===== config.mk =====
export PLATFORM = sky130hd
export DESIGN_NAME = psts_div
export DESIGN_NICKNAME = d
export VERILOG_FILES = /design/src/design/psts_div.sv
export VERILOG_INCLUDE_DIRS = /design/src /design/src/design
export SDC_FILE = /design/constraint.sdc
export NUM_CORES = 1
export LEC_CHECK = 0
export BUFFER_PORTS_ARGS = -buffer_cell sky130_fd_sc_hd__buf_2
export CAP_MARGIN = 0
export CORE_MARGIN = 5
export CORE_UTILIZATION = 35
export CTS_BUF_LIST = sky130_fd_sc_hd__clkbuf_4
export CTS_CLUSTER_DIAMETER = 120
export DETAILED_ROUTE_END_ITERATION = 10
export SYNTH_ARGS = -nofsm -noshare
export SYNTH_HDL_FRONTEND = slang
export SYNTH_SLANG_ARGS = --single-unit

===== constraint.sdc =====
create_clock -name clk -period 5 [get_ports clk]
set_input_delay 0.5 -clock clk [delete_from_list [all_inputs] [get_ports clk]]
set_output_delay 0.5 -clock clk [all_outputs]
set_load 0.05 [all_outputs]

===== src/design/per_symbol_trade_statistics_defines.svh =====
// Assertion macros shared by the block's modules.
`ifndef PER_SYMBOL_TRADE_STATISTICS_DEFINES_SVH
`define PER_SYMBOL_TRADE_STATISTICS_DEFINES_SVH

// Implication checked on every clock edge outside reset.
`define PSTS_ASSERT_IMP(label, clk, rst_n, ante, cons) \
    label: assert property (@(posedge clk) disable iff (!rst_n) (ante) |-> (cons)) \
        else $error("assertion failed");

// Implication whose consequence is checked in the following cycle.
`define PSTS_ASSERT_NEXT(label, clk, rst_n, ante, cons) \
    label: assert property (@(posedge clk) disable iff (!rst_n) (ante) |=> (cons)) \
        else $error("assertion failed");

`endif


===== src/design/psts_div.sv =====
`default_nettype none
`include "per_symbol_trade_statistics_defines.svh"
module psts_div (
    input  wire               clk,
    input  wire               rst_n,
    input  wire               start,
    input  wire        [63:0] dividend,
    input  wire        [63:0] divisor,
    output logic       [31:0] quotient,
    output logic              busy,
    output logic              done
);

    logic [63:0] rem_reg, rem_next;
    logic [63:0] quo_reg, quo_next;
    logic [63:0] den_reg, den_next;
    logic        neg_reg, neg_next;
    logic [6:0]  cnt_reg, cnt_next;
    logic        busy_reg, busy_next;
    logic        done_reg, done_next;
    logic [64:0] trial;
    logic [64:0] shifted;

    // Restoring division on magnitudes, one quotient bit per cycle.
    always_comb
    begin
        rem_next  = rem_reg;
        quo_next  = quo_reg;
        den_next  = den_reg;
        neg_next  = neg_reg;
        cnt_next  = cnt_reg;
        busy_next = busy_reg;
        done_next = 1'b0;
        shifted   = {rem_reg, quo_reg[63]};
        trial     = shifted - {1'b0, den_reg};
        if (start)
        begin
            neg_next  = dividend[63] ^ divisor[63];
            quo_next  = dividend[63] ? (~dividend + 64'd1) : dividend;
            den_next  = divisor[63] ? (~divisor + 64'd1) : divisor;
            rem_next  = '0;
            cnt_next  = 7'd64;
            busy_next = 1'b1;
        end
        else if (busy_reg)
        begin
            if (!trial[64])
            begin
                rem_next = trial[63:0];
                quo_next = {quo_reg[62:0], 1'b1};
            end
            else
            begin
                rem_next = shifted[63:0];
                quo_next = {quo_reg[62:0], 1'b0};
            end
            cnt_next = cnt_reg - 7'd1;
            if (cnt_reg == 7'd1)
            begin
                busy_next = 1'b0;
                done_next = 1'b1;
            end
        end
    end

    always_ff @(posedge clk or negedge rst_n)
    begin
        if (!rst_n)
        begin
            busy_reg <= 1'b0;
            done_reg <= 1'b0;
            cnt_reg  <= '0;
        end
        else
        begin
            busy_reg <= busy_next;
            done_reg <= done_next;
            cnt_reg  <= cnt_next;
        end
    end

    always_ff @(posedge clk)
    begin
        rem_reg <= rem_next;
        quo_reg <= quo_next;
        den_reg <= den_next;
        neg_reg <= neg_next;
    end

    // Sign correction and saturation to 32 bits.
    always_comb
    begin
        if (neg_reg)
        begin
            if (quo_reg >= 64'h8000_0000)
            begin
                quotient = 32'h8000_0000;
            end
            else
            begin
                quotient = 32'd0 - quo_reg[31:0];
            end
        end
        else if (quo_reg > 64'h7FFF_FFFF)
        begin
            quotient = 32'h7FFF_FFFF;
        end
        else
        begin
            quotient = quo_reg[31:0];
        end
    end

    assign busy = busy_reg;
    assign done = done_reg;

    `PSTS_ASSERT_IMP(a_done_not_busy, clk, rst_n, done_reg, !busy_reg)
    `PSTS_ASSERT_NEXT(a_start_busy, clk, rst_n, start, busy_reg)
    `PSTS_ASSERT_IMP(a_cnt_range, clk, rst_n, busy_reg, cnt_reg != 7'd0)

endmodule
`default_nettype wire


---- Word level (Yosys, flattened, before mapping) ----
Cells that the tools add are included.
storage, ports and cells
  output and inout port bits .............. 34
  bits in read-only memories .............. 0
  memories ................................ 0
  flip-flop bits (word level) ............. 202
  memory bits (writable) .................. 0
  bits in latches ......................... 0
operators by class
  shift-type cells ........................ 0
  multiply operators ...................... 0
  magnitude comparators ................... 2
  add/sub/neg operators ................... 5
  div/mod/pow operators ................... 0
  bitwise logic cells ..................... 3
  eq/ne operators ......................... 1
  multiplexer cells ....................... 17
  reduce and logical (&&, ||, !) cells .... 1
operators with widths
  kind                     number
  $mux W64                 4
  $add A64 B1 Y64 const B  2
  $not A64 Y64             2
  $mux W32                 3
  $sub A65 B64 Y65         1
  $ge A64 B32 Y1 const B   1
  $gt A64 B31 Y1 const B   1
  $mux W63                 1
  $sub A1 B32 Y32 const A  1
  $mux W7                  2
  $eq A7 B1 Y1 const B     1
  $mux W1                  7
  $sub A7 B1 Y7 const B    1
  $reduce_bool A2 Y1       1
  $xor A1 B1 Y1            1

---- Logic depth before layout (Yosys ltp) ----
  depth after elaboration ................. 4
  gate-level depth with buffers ........... 16
  mapped depth without buffers ............ 13

---- Least setup slack after synthesis ----
No wires, ideal clock.
  path type ............................... reg-to-output
  start point ............................. register quo_reg[0]
  end point ............................... output port quotient[30]
  path slack .............................. 0.843 ns
  cell stages (with the launch flop) ...... 13
  arrival time ............................ 3.657 ns
  path buffers ............................ 0
  cells stage by stage .................... edfxtp_1 > inv_1 > ha_1 > or3b_1 > or3_1 > nor3_1 > nand4_1 > or3_1 > or3_1 > or3_1 > o41ai_1 > nand2_1 > o311ai_0
between the ends
  longest elaborated chain between the ends .. 3
  elaborated cells on any way between the ends .. 6
  classes of those cells .................. add/sub: 1; order compare: 2; mux: 3
RTL lines
  element                                 line                             source
  from (decl)                             psts_div.sv:15                   logic [63:0] quo_reg, quo_next;
  from (signal assigned)                  psts_div.sv:85                   quo_reg <= quo_next;
  $gt A64 B31 Y1 (tied with other cells)  psts_div.sv:104                  else if (quo_reg > 64'h7FFF_FFFF)
  $mux W32, on equally long branches      psts_div.sv:104, psts_div.sv:95
  $mux W32 (*)                            psts_div.sv:93                   if (neg_reg)
  to (decl)                               psts_div.sv:9                    output logic [31:0] quotient,
Mark *: on every way between the ends. The rest lies on a longest branch, timed or not.

---- Final worst setup path ----
Same ends and word-level chain as after synthesis.

==> metrics.yaml <==
start_util_pct: 35.4
finalClockSkew_ps: 57.5
dpl.cell_count: 2558
hold_path.class: "primary input to register"
layout-drive-gt1-share_pct: 15.4
avgSynthCellArea_um2: 8.32
required_ps: 4500
synth.most_common_cell: "nor2_1"
p_seq_share_pct: 40.9
layout_setup_ws_ps: 232
design_area_um2: 18300
combPwrFrac_pct: 29.1
endpoint_kind: "output pin"
worstPathMaxFanout: 5
post-place-ws_ps: 709
maxCapViolCount: 0
vias: 14670
max_freq_ghz: 0.210
final-setup-viol-count: 0
switchingPower_mw: 1.88
area_delta_synth_final_pct: 16.5
worst_pin_slew_ps: 1080
synth.distinct_cells: 76
power_frac_clock_pct: 30.0
die-width_um: 222
maxSlewViolCount: 0
finalHoldViolCount: 0
synth-seq-cells: 202
layout.nets: 2269
tns_ps: 0
grt_setup_unrepaired: "yes"
final_cells: 2712
synthCells: 1887
clockBufferDepth: 3
yosys_warnings: 0
yosysTopAreaCell: "edfxtp_1"
antenna_found_initial: 3
cp.arrival_ps: 4270
chipHeight_um: 222
post_drt_via_cell_ratio: 5.41
swShare_pct: 35.1
power_density_nw_per_um2: 293
grt_overflow: 0
crit_type: "register to output pin"
grt_max_degree: 184
tritoncts: "yes"
portBuffers: 164
p_total_mw: 5.35
final_util_pct: 41.3
first_pass_iters: 5
fin_crit_sh_pct: 95.4
start_kind: "register"
root_buffer: "clkbuf_4"
status: "finished, final reports clean"
syn-num-nets: 2088
layout_min_cycle_time_ps: 4770
totalWireLength_um: 45100
synth_area_um2: 15700
p_int_mw: 3.47
grt_pass1_wl_um: 73500
wl_per_cell_um: 16.6
ir_drop_mv: 0.149
synth-edff-count: 129
synthTopCellsByArea: "edfxtp_1 (25%), dfxtp_1 (8.2%), ha_1 (5.5%)"
async_flop_share_pct: 4.46
die_area_um2: 49200
ios: 165
post_dp_cell_area_um2: 17000
insertion_delay_ps: 770
cts_buffers: 58
drcViolationCount: 0
maxSlewHeadroom_pct: 28.1
synth_common_cells: "nor2_1 (204), nand2_1 (182), a21oi_1 (160)"
drtIter0Drc: 929
dp.final_hpwl_um: 33400
coreArea_um2: 44300
synth_flop_cell: "edfxtp_1"
grt_pass1_vias: 14340
place.gp.congestion: 0.907
netlist.area_leader.share_pct: 24.7
htree_num_levels: 2
clkTransAtPathRegs_ps: 60
drtAntennaViolNets: 0
synth-seq-area-share_pct: 34.3
clkSinkCount: 202
grt_use_total_pct: 17.7
hold_ws_ps: 96.7
rows: 77
p_leak_nw: 7.40
==> cells in the final DEF, fill, tap and decap left out, types with 20 or more instances in the layout <==
cell	Yosys	routed
nor2_1	204	204
nand2_1	182	182
buf_2	6	161
a21oi_1	160	160
edfxtp_1	129	129
o21ai_0	104	104
inv_1	102	102
clkbuf_4	0	97
xnor2_1	93	93
xor2_1	80	80
ha_1	69	68
dfxtp_1	64	64
nor3_1	47	46
o31ai_1	44	44
dlygate4sd3_1	0	40
a21o_1	39	39
a211oi_1	37	37
mux2i_1	35	35
or3_1	36	32
nand3_1	29	28
a311oi_1	28	28
nand4_1	27	27
nor4_1	20	20
nand2b_1	20	20
o41ai_1	21	20
o311ai_0	21	20
==> kinds of logic after synthesis <==
kind of cell / after synthesis / synth area share, %
AOI/OAI and AO/OA: 545 / 22.9
xor gates and xnor gates: 173 / 9.65
adders and majority gates: 70 / 5.63
buffers and inverters: 203 / 4.90
DFF: 202 / 34.3
muxes: 36 / 2.30
and+or+nand+nor: 658 / 20.3
==> worst paths after layout <==
kind                                               start                  endpoint  slack (ps)  cells past startpoint
worst max-delay path                quo_reg[0]$_DFFE_PP_              quotient[30]         230                     13
worst min-delay path                         divisor[30]     den_reg[30]$_DFFE_PP_         100                      2
worst max register to register      den_reg[7]$_DFFE_PP_  rem_reg[59]$_SDFFE_PP0P_         930                     12
worst min register to register  rem_reg[48]$_SDFFE_PP0P_  rem_reg[49]$_SDFFE_PP0P_         490                      2
max in group asynchronous                          rst_n            busy$_DFF_PN0_        4610                      2
min in group asynchronous                          rst_n            busy$_DFF_PN0_         180                      2
==> critical path, cell delays in order (launching register included) <==
cell	delay, ps
edfxtp_1	440
inv_1	90
ha_2	180
or3b_4	380
or3_4	370
nor3_4	200
nand4_1	160
or3_4	370
or3_4	340
or3_4	370
o41ai_2	210
nand2_1	80
o311ai_1	90
buf_4	260
==> power by group through the flow <==
stage	registers [mW]	logic, mW	clock network, mW
after CTS	2.18	1.55	1.69
after detailed placement	2.21	1.52	0
after global placement	2.21	1.50	0
after floorplan	2.15	1.14	0
after global routing	2.21	1.73	1.77
final	2.19	1.56	1.60
==> layout make-up <==
| class | count | area (µm²) |
|---|---|---|
| Multi-Input combinational cell | 1482 | 9610 |
| Inverter | 103 | 387 |
| Antenna cell | 3 | 7.51 |
| Timing Repair Buffer | 221 | 1390 |
| Fill cell | 4511 | 26000 |
| Clock inverter | 13 | 55.1 |
| Sequential cell | 202 | 5380 |
| Tap cell | 592 | 741 |
| Clock buffer | 96 | 721 |
==> routing by layer <==
metal / up-vias / routed length, µm / global-route usage (%)
met5: - / 0 / 0
met3: 81 / 2220 / 2.65
met4: 0 / 1320 / 6.58
met1: 6823 / 20500 / 23.4
met2: 422 / 21000 / 29.2
li1: 7344 / - / -
==> what timing repair did <==
item | in CTS | in global routing
hold buffers | 40 | 0
gates cloned | 0 | 0
pin swaps | 0 | 2
setup endpoints to repair | 1 | 5
gates resized for setup | 2 | 13
endpoints found under the hold margin | 48 | 0
buffers inserted | 0 | 2
No activity file was read; power rests on OpenSTA's default activity.
