$ cat src/design/per_symbol_trade_statistics_defines.svh
// Assertion macros shared by the block's modules.
`ifndef PER_SYMBOL_TRADE_STATISTICS_DEFINES_SVH
`define PER_SYMBOL_TRADE_STATISTICS_DEFINES_SVH

// Implication checked on every clock edge outside reset.
`define PSTS_ASSERT_IMP(label, clk, rst_n, ante, cons) \
    label: assert property (@(posedge clk) disable iff (!rst_n) (ante) |-> (cons)) \
        else $error("assertion failed");

// Implication whose consequence is checked in the following cycle.
`define PSTS_ASSERT_NEXT(label, clk, rst_n, ante, cons) \
    label: assert property (@(posedge clk) disable iff (!rst_n) (ante) |=> (cons)) \
        else $error("assertion failed");

`endif

$ cat src/design/psts_ram.sv
`default_nettype none
module psts_ram #(
    parameter int Width = 8,
    parameter int Depth = 16
) (
    input  wire                             clk,
    input  wire                             we,
    input  wire  [$clog2(Depth > 1 ? Depth : 2)-1:0] waddr,
    input  wire  [Width-1:0]                wdata,
    input  wire  [$clog2(Depth > 1 ? Depth : 2)-1:0] raddr,
    output logic [Width-1:0]                rdata
);

    logic [Width-1:0] mem [Depth];

    // Single write port, registered read port.
    always_ff @(posedge clk)
    begin
        if (we)
        begin
            mem[waddr] <= wdata;
        end
        rdata <= mem[raddr];
    end

endmodule
`default_nettype wire

$ cat config.mk
export PLATFORM = sky130hd
export DESIGN_NAME = psts_ram
export DESIGN_NICKNAME = d
export VERILOG_FILES = /design/src/design/per_symbol_trade_statistics_defines.svh /design/src/design/psts_ram.sv
export SDC_FILE = /design/constraint.sdc
export NUM_CORES = 1
export LEC_CHECK = 0
export BUFFER_PORTS_ARGS = -buffer_cell sky130_fd_sc_hd__buf_2
export CORE_MARGIN = 4
export CORE_UTILIZATION = 30
export CTS_CLUSTER_SIZE = 8
export DETAILED_ROUTE_END_ITERATION = 10
export HOLD_SLACK_MARGIN = 0.08
export PLACE_DENSITY = 0.45
export SETUP_SLACK_MARGIN = 0.3
export SYNTH_ARGS = -nofsm -noshare
export SYNTH_HDL_FRONTEND = slang
export SYNTH_SLANG_ARGS = --single-unit
export TNS_END_PERCENT = 30
$ cat constraint.sdc
create_clock -name clk -period 3.5 [get_ports clk]
set_clock_uncertainty 0.2 [all_clocks]
set_input_delay 0.7 -clock clk [delete_from_list [all_inputs] [get_ports clk]]
set_output_delay 0.7 -clock clk [all_outputs]
set_load 0.01 [all_outputs]
[Yosys cells after proc, flatten, opt, wreduce, memory -nomap -nowiden]
Memory sizes are Yosys's and may differ from the RTL's. A register that Yosys moved wholly into a read port is not among the register bits.
Cells that the tools add are included.
Cells by class
  muxes and demuxes: 2
Operators by type and width (count)
  two-way mux 1 bit: 2
Word-level totals
  memories: 1
  bits in registers: 0
  output and inout port bits: 8
  word-level logic and storage cells: 3
  bits of input ports: 18
  RAM bits: 128
Memories
  mem: words 16, bits a word 8, read ports 1, clocked after Yosys merged registers in 1, wr ports 1, RTL line psts_ram.sv:14  | logic [Width-1:0] mem [Depth];

[Logic depth before layout (Yosys ltp)]
Gate-level depths: netlist of the first run.
  depth in word-level cells: 2
  gate-level depth with buffers: 5

[Least setup slack after synthesis of the first run]
No wires, ideal clock.
  path kind: input to register
  from: input waddr[2] (netlist bit)
  to: memory mem[0][0] (enable)
  path buffers: 0
  setup slack: 1107 ps
  cell stages on the path: 2
  setup time: 383 ps
  arrival: 1810 ps
  cell sequence: or3b_2 nor3_1
RTL lines
  from (decl): RTL line psts_ram.sv:8  | input wire [$clog2(Depth > 1 ? Depth : 2)-1:0] waddr,
  to (decl): RTL line psts_ram.sv:14
No word-level cell before the write port.

==> qor_table.md, run 1 <==
| Metric | Value |
|---|---|
| Run status | complete, no violations |
| Total leakage power | 2.097 nW |
| VDD IR max | 340.7 µV |
| Number of antenna violations at the first check in global routing | 0 |
| CP Capture Type | flop |
| Worst slew margin relative to its limit | 34.04% |
| Antenna fix cells | 0 |
| Hold_buf cts | 0 |
| Seq cells post-synth | 136 |
| Critical-path maximum fanout | 20 |
| Number of levels in the clock H-tree | 4 |
| Root Driver | clkbuf_16 |
| Fraction of layout instances using a drive strength above 1 | 31.29% |
| Post-Route WL | 10,740 µm |
| Number of nets still failing antenna checks after routing | 0 |
| Clock transition at the registers of the reported paths | 0.06 ns |
| RSZ-0062 raised after global routing | no |
| Via-per-instance ratio | 4.708 |
| Sum Neg Setup Slack | 0 ns |
| Tightest Hold Check Type | flop to flop |
| Via count | 2,420 |
| Pin count of the biggest net entering global routing | 21 |
| TritonCTS clock tree | done |
| Slew of the pin with the lowest slew margin | 0.9857 ns |
| Min cycle time layout | 2.144 ns |
| Share of synthesized cell area in and, or, nand and nor gates | 3.184% |
| Reg2reg path depth | 3 |
| Cell class contributing the biggest share of worst-path delay | buffers and inverters |
| Worst Hold Depth | 3 |
| Class of the most critical setup path | input pin to flop |
| Vias in the first global route | 2,556 |
| # rows | 47 |
| Starting Density | 30.82% |
| Cell area after placement | 5609 µm² |
| Die ar. | 19,320 µm² |
| Max Fclk | 0.4665 GHz |
| First-pass DRT Iterations | 4 |
| Post-synthesis instance area | 5147 µm² |
| Synthesized Nets | 247 |
| Hold violation total from the final report | 0 |
| Count of non-filler cells in the finished layout | 514 |
| Xor-xnor portion of the synthesized cell area | 0% |
| Hold path endpoint | rdata[5] |
| GR Util All Layers | 11.75% |
| Launch point of the worst reg-to-reg path | mem[1][2] |
| Setup crit start kind | input pin |
| Clock latency on the worst-skew pair | 0.41 ns |
| Fraction of synthesized area in multiplexers | 15.02% |
| Core Region | 16,700 µm² |
| Horizontal extent of the die | 139.0 µm |
| Number of synthesis warnings | 0 |
| Die outline height | 139.0 µm |
| Cell count after synthesis | 229 |
| Number of DRC violations after detailed routing | 0 |
| PortBufs | 25 |
| Buffer depth of the longest clock path | 2 |
| Placer's final routability congestion estimate | 0.7121 |
| Area growth from synthesis to layout | 21.29% |
| Area fraction in compound gates after synthesis | 2.333% |
| First-pass GRT wire length | 16,250 µm |
| Nets | 299 |
| Ordered cell list for the critical path | buf_2 -> buf_12 -> mux4_1 -> a22oi_1 -> nand2_1 |
| Post-CTS setup buffers | 0 |
| Number of CTS-inserted buffers | 17 |
| Largest stage delay, worst path | 0.57 ns |
| Buf/Inv on CP | 2 |
| Number of fillers in the final layout | 1,549 |
| Detailed placer's ending HPWL | 6906 µm |
| Slowest library cell on the worst path | mux4_1 |
| Finished layout cell area | 6243 µm² |
| Adder-cell area share of the yosys netlist | 0% |
| Critical hold path startpoint | mem[14][5] |
| Number of distinct standard cells referenced by the synthesized netlist | 19 |
| Post-cts sizing count | 0 |
| Register area share after synthesis | 77.78% |
| Final core utilization | 37.38% |
| Total power per unit cell area | 624.9 nW/µm² |
| Portion of the clock cycle consumed by the worst path in the final layout | 61.24% |
| Average routed wire per standard cell | 20.90 µm |
| Reg-to-reg critical path endpoint | rdata[2] |
| Max_cap viols | 0 |
| Mean area per synthesized cell | 22.48 µm² |
| Violation count after the first detailed-route iteration | 127 |
| Cell Count Post-Placement | 482 |
| Required time of the worst setup path | 3.59 ns |
| TritonCTS Sinks | 136 |
| Register-to-Register Setup Slack | 1.89 ns |
| Final setup violating endpoints | 0 |
| Aggregate global routing overflow | 0 |
| Top-level port count | 26 |
| Critical path data arrival time | 2.23 ns |
| Stages on the worst setup path | 5 |
| Max Transition Viols Final | 0 |
| Largest family of logic cells by synthesized area | multiplexers |
[layout make-up]
type                            count  area, µm²  share of cell area (%)
Sequential cell                   136       4004                   64.13
Clock buffer                       18      429.2                   6.874
Clock inverter                     14      205.2                   3.287
Timing Repair Buffer               43      272.8                   4.369
Tap cell                          220      275.3                   4.409
Multi-Input combinational cell     83       1057                   16.93
[metrics by stage]
step	total power, W	hold slack (ns)	worst slack, ns
global placement	0.002039	0.4466	0.8669
finish	0.003901	0.4768	1.356
detailed placement	0.002043	0.4635	0.8829
global route	0.004039	0.4796	1.247
CTS	0.003947	0.4695	1.317
floorplan	0.001960	0.4293	1.107
[logic make-up after synthesis]
| group | count (synthesis) |
|---|---|
| DFF | 136 |
| and+or+nand+nor | 35 |
| muxes | 32 |
| AOI/OAI and AO/OA | 16 |
| buffers and inverters | 10 |
[worst register-to-register path, delay by kind of cell, from the launching register on]
kind | cells | cell delay [ns]
compound gates | 1 | 0.34
mux | 1 | 0.51
flops | 1 | 0.37
simple gates | 1 | 0.08
[power by group]
part	switching, W	leakage, nW	internal, W
clock	0.000644	0.303	0.00126
sequential	0.00000854	1.22	0.00182
combinational	0.000101	0.570	0.0000715
[layout by cell type, fill, tap and decap left out]
cell type,netlist,routed
nor3_1,4,4
nor2b_1,1,1
clkbuf_1,0,1
buf_12,0,1
and2_1,1,1
mux4_2,18,18
dfxtp_1,8,8
bufinv_16,0,5
nor2_1,13,13
or3b_2,1,1
clkinvlp_4,0,3
nand2b_1,2,2
nand3b_1,2,2
clkinv_1,0,1
nand3_1,1,1
nand2_1,9,9
buf_2,3,25
buf_4,1,17
clkbuf_16,0,17
a22oi_1,16,16
and2b_1,1,1
clkinv_2,0,4
edfxtp_1,128,128
clkinv_4,0,1
mux4_1,14,14
[Yosys cell counts]
master | number | share of area (%)
buf_6 | 3 | 0.66
nor2b_1 | 1 | 0.12
nand3b_1 | 2 | 0.29
clkdlybuf4s25_2 | 3 | 0.58
or3b_2 | 1 | 0.17
and2_1 | 1 | 0.12
and2b_1 | 1 | 0.15
dfxtp_1 | 8 | 3.1
buf_4 | 1 | 0.15
nor2_1 | 13 | 0.95
mux4_2 | 18 | 7.9
nand3_1 | 1 | 0.097
nor3_1 | 4 | 0.39
nand2b_1 | 2 | 0.24
edfxtp_1 | 128 | 75
mux4_1 | 14 | 7.1
a22oi_1 | 16 | 2.3
buf_2 | 3 | 0.29
nand2_1 | 9 | 0.66
[per-layer routing]
metal	vias to the layer above	track usage, %	wire [µm]
li1	1079	-	-
met1	1288	14.67	4778
met2	37	19.28	5505
met3	16	3.207	277
met4	0	5.098	180
met5	-	0	0
[sequential cells by signal, indices dropped and copies added (netlist names)]
signal and cells:
mem 128, rdata 8
[worst max path at each step]
| stage | from | endpoint | slack (ns) |
|---|---|---|---|
| global placement | raddr[0] | rdata[3] | 0.87 |
| floorplan | waddr[2] | mem[0][0] | 1.11 |
| CTS | raddr[0] | rdata[3] | 1.32 |
| finish | raddr[0] | rdata[3] | 1.36 |
| detailed placement | raddr[0] | rdata[3] | 0.88 |
| global route | raddr[0] | rdata[3] | 1.25 |
No activity file was read; power rests on OpenSTA's default activity.
==> inputs of run 2 (changes only) <==
Settings changed: ABC_AREA set to 1, PLACE_DENSITY 0.45 to 0.46.
Clock period 3.5 ns to 1.9 ns, I/O delays scaled along.
==> run 2 against run 1 <==
Against the previous run:
- utilization decreased by 1.1 points
- synthesized cell count increased by 140%
- critical path type is now flop to primary output
- worst hold slack got worse by 0.33 ns
- global-route usage increased by 1.4 points
- via count increased by 54%
- wire length increased by 26%
- largest power group is now registers
==> qor_table.md, run 2 <==
| Metric | Value | Change |
|---|---|---|
| Number of CTS-inserted buffers | 17 | unchanged |
| Reg2reg path depth | 6 | +3 |
| Critical-path maximum fanout | 1 | -95% |
| Number of DRC violations after detailed routing | 0 | unchanged |
| Post-CTS setup buffers | 0 | unchanged |
| Yosys top cell by area | edfxtp_1 |  |
| Cell count after synthesis | 551 | +140% |
| Pin count of the biggest net entering global routing | 65 | +210% |
| Mean area per synthesized cell | 10.47 µm² | -53% |
| Critical path data arrival time | 0.97 ns | -1.26 ns |
| Max_cap viols | 0 | unchanged |
| CP Capture Type | primary output |  |
| Ordered cell list for the critical path | buf_2 |  |
| Starting Density | 30.62% | -0.20 points |
| Largest register FFs | 128 | unchanged |
| TritonCTS Sinks | 136 | unchanged |
| Synth top area cells | edfxtp_1 67%, nand2_1 11%, nand3_1 8.4%, inv_1 6.5%, dfxtp_1 2.8% |  |
| Class of the most critical setup path | flop to primary output |  |
| Cell area after placement | 6274 µm² | +12% |
| Post-synthesis instance area | 5767 µm² | +12% |
| Violation count after the first detailed-route iteration | 282 | +120% |
| Clock latency on the worst-skew pair | 0.41 ns | about the same |
| Post-cts sizing count | 0 | unchanged |
| Launch point of the worst reg-to-reg path | mem[9][5] |  |
| Top register by number of flip-flops | mem |  |
| Die outline height | 146.6 µm | +5.5% |
| Seq cells post-synth | 136 | unchanged |
| Tightest Hold Check Type | input pin to flop |  |
| Fraction of layout instances using a drive strength above 1 | 13.18% | -18 points |
| TritonCTS clock tree | done |  |
| Commonest cells post-synth | 173 x nand2_1, 128 x edfxtp_1, 100 x inv_1, 97 x nand3_1, 17 x nor2_1 |  |
| Slowest library cell on the worst path | dfxtp_1 |  |
| Post-layout power | 0.006886 W | +77% |
| Largest stage delay, worst path | 0.39 ns | -0.18 ns |
| Vias in the first global route | 3,600 | +41% |
| Horizontal extent of the die | 146.6 µm | +5.5% |
| Hold violation total from the final report | 0 | unchanged |
| Finished layout cell area | 6837 µm² | +9.5% |
| Final setup violating endpoints | 0 | unchanged |
| Placer's final routability congestion estimate | 0.7466 | +4.8% |
| Number of levels in the clock H-tree | 4 | unchanged |
| Slew of the pin with the lowest slew margin | 0.4361 ns | -0.5496 ns |
| Max Fclk | 0.6443 GHz |  |
| Die ar. | 21,500 µm² | +11% |
| Clock transition at the registers of the reported paths | 0.06 ns | about the same |
| Critical hold path startpoint | wdata[1] |  |
| RSZ-0062 raised after global routing | no |  |
| Buffer depth of the longest clock path | 2 | unchanged |
| Average routed wire per standard cell | 15.55 µm | -26% |
| Total leakage power | 2.926 nW | +40% |
| Hold_buf cts | 0 | unchanged |
| Number of fillers in the final layout | 1,861 | +20% |
| Number of enable flip-flop cells after synthesis | 128 | unchanged |
| # rows | 50 | +6.4% |
| Leading registers by flop count | mem (128), rdata (8) |  |
| Synthesized Nets | 569 | +130% |
| Required time of the worst setup path | 1.32 ns | -2.27 ns |
| Leading cell type in the layout, fill and taps excluded | nand2_1 |  |
| Number of nets still failing antenna checks after routing | 0 | unchanged |
| Library cell with the highest instance count after synthesis | nand2_1 |  |
| Via-per-instance ratio | 4.304 | -8.6% |
| Area growth from synthesis to layout | 18.55% |  |
| Reg-to-reg critical path endpoint | rdata[5] |  |
| Antenna fix cells | 0 | unchanged |
| Core Region | 18,830 µm² | +13% |
| Root Driver | clkbuf_16 |  |
| Run status | complete, no violations |  |
| Number of distinct standard cells referenced by the synthesized netlist | 12 | -7 |
| Area fraction of the dominant cell type after synthesis | 66.65% | -8.0 points |
| Cell class contributing the biggest share of worst-path delay | flip-flops |  |
| Most used cells in the layout excluding fill and tap cells | 173 x nand2_1, 128 x edfxtp_1, 100 x inv_1 |  |
| Portion of the clock cycle consumed by the worst path in the final layout | 81.68% |  |
| Number of antenna violations at the first check in global routing | 0 | unchanged |
| Register area share after synthesis | 69.43% | -8.4 points |
| Min cycle time layout | 1.552 ns |  |
| Count of non-filler cells in the finished layout | 867 | +69% |
| Number of synthesis warnings | 0 | unchanged |
| Buf/Inv on CP | 1 | -1 |
| VDD IR max | 581.5 µV | +71% |
| Via count | 3,732 | +54% |
| Post-Route WL | 13,480 µm | +26% |
| GR Util All Layers | 13.11% | +1.4 points |
| Top-level port count | 26 | unchanged |
| Detailed placer's ending HPWL | 8325 µm | +21% |
| Register-to-Register Setup Slack | 0.68 ns | -1.21 ns |
| Worst Hold Depth | 1 | -2 |
| PortBufs | 25 | unchanged |
| Setup crit start kind | flop |  |
| First-pass GRT wire length | 21,180 µm | +30% |
| Ys flop type | edfxtp_1 |  |
| Sum Neg Setup Slack | 0 ns | unchanged |
| Max Transition Viols Final | 0 | unchanged |
| Total power per unit cell area | 1007 nW/µm² | +61% |
| Nets | 612 | +100% |
| Aggregate global routing overflow | 0 | unchanged |
| Ys async rst share | 0% | unchanged |
| Hold path endpoint | mem[6][1] |  |
| First-pass DRT Iterations | 5 | +1 |
| Worst slew margin relative to its limit | 70.93% | +37 points |
| Cell Count Post-Placement | 835 | +73% |
run 2: cell count changes in the layout (fill, tap and decap cells not counted), sizes merged, moves of 2 or more:
cell	previous run	this run
mux4	32	0
inv	0	102
nand3	1	97
buf	43	48
clkinv	6	9
nor2	13	17
nand2	9	173
nand2b	2	0
bufinv	5	2
nor3	4	0
a22oi	16	0
run 2: worst reg2reg max path, delay by kind of cell (launching register included):
family / cells / cell delay [ns]
buffers and inverters: 1 / 0.06
flip-flops: 1 / 0.36
AND/OR/NAND/NOR: 5 / 0.48
run 2: through the flow:
step | setup WS [ns] | util, % | hold WS, ns
final | 0.3480 | 36.31 | 0.1469
after global routing | 0.3101 | 36.31 | 0.1395
after CTS | 0.3226 | 36.31 | 0.1401
after detailed placement | 0.1896 | 33.32 | 0.4476
after global placement | 0.2069 | 33.32 | 0.4382
after floorplan | 0.3692 | - | 0.2789
run 2: kinds of logic after synthesis:
family,share of synthesized area [%]
flops,69.43
simple gates,21.05
buf+inv,9.525
run 2: report_power, final:
part | switching [W] | internal, W | leakage [nW]
Clock | 0.00117 | 0.00191 | 0.273
Sequential | 0.0000244 | 0.00335 | 1.22
Combinational | 0.000291 | 0.000131 | 1.43
Total | 0.00149 | 0.00540 | 2.93
run 2: per-layer routing:
metal  share of wire, %  vias up  GRT usage (%)
li1                   -     1855              -
met1                 45     1791          17.42
met2                 49       70          21.23
met3                3.4       16          2.824
met4                1.8        0          4.704
met5                  0        -              0
run 2: area by class of cell:
type	count	area, µm²	area share, %
sequential	136	4004	58.57
multi-input combinational	289	1214	17.75
clock buffer	18	429.2	6.277
inverter	102	382.9	5.600
timing repair buffer	48	347.8	5.088
tap	260	325.3	4.758
clock inverter	14	133.9	1.958
run 2: worst max path at each step:
stage / from / endpoint / slack, ns / cells past startpoint
CTS: rdata[2] / rdata[2] / 0.32 / 1
finish: rdata[2] / rdata[2] / 0.35 / 1
global placement: raddr[0] / rdata[5] / 0.21 / 7
detailed placement: raddr[0] / rdata[5] / 0.19 / 7
global route: rdata[2] / rdata[2] / 0.31 / 1
floorplan: waddr[2] / mem[10][0] / 0.37 / 2
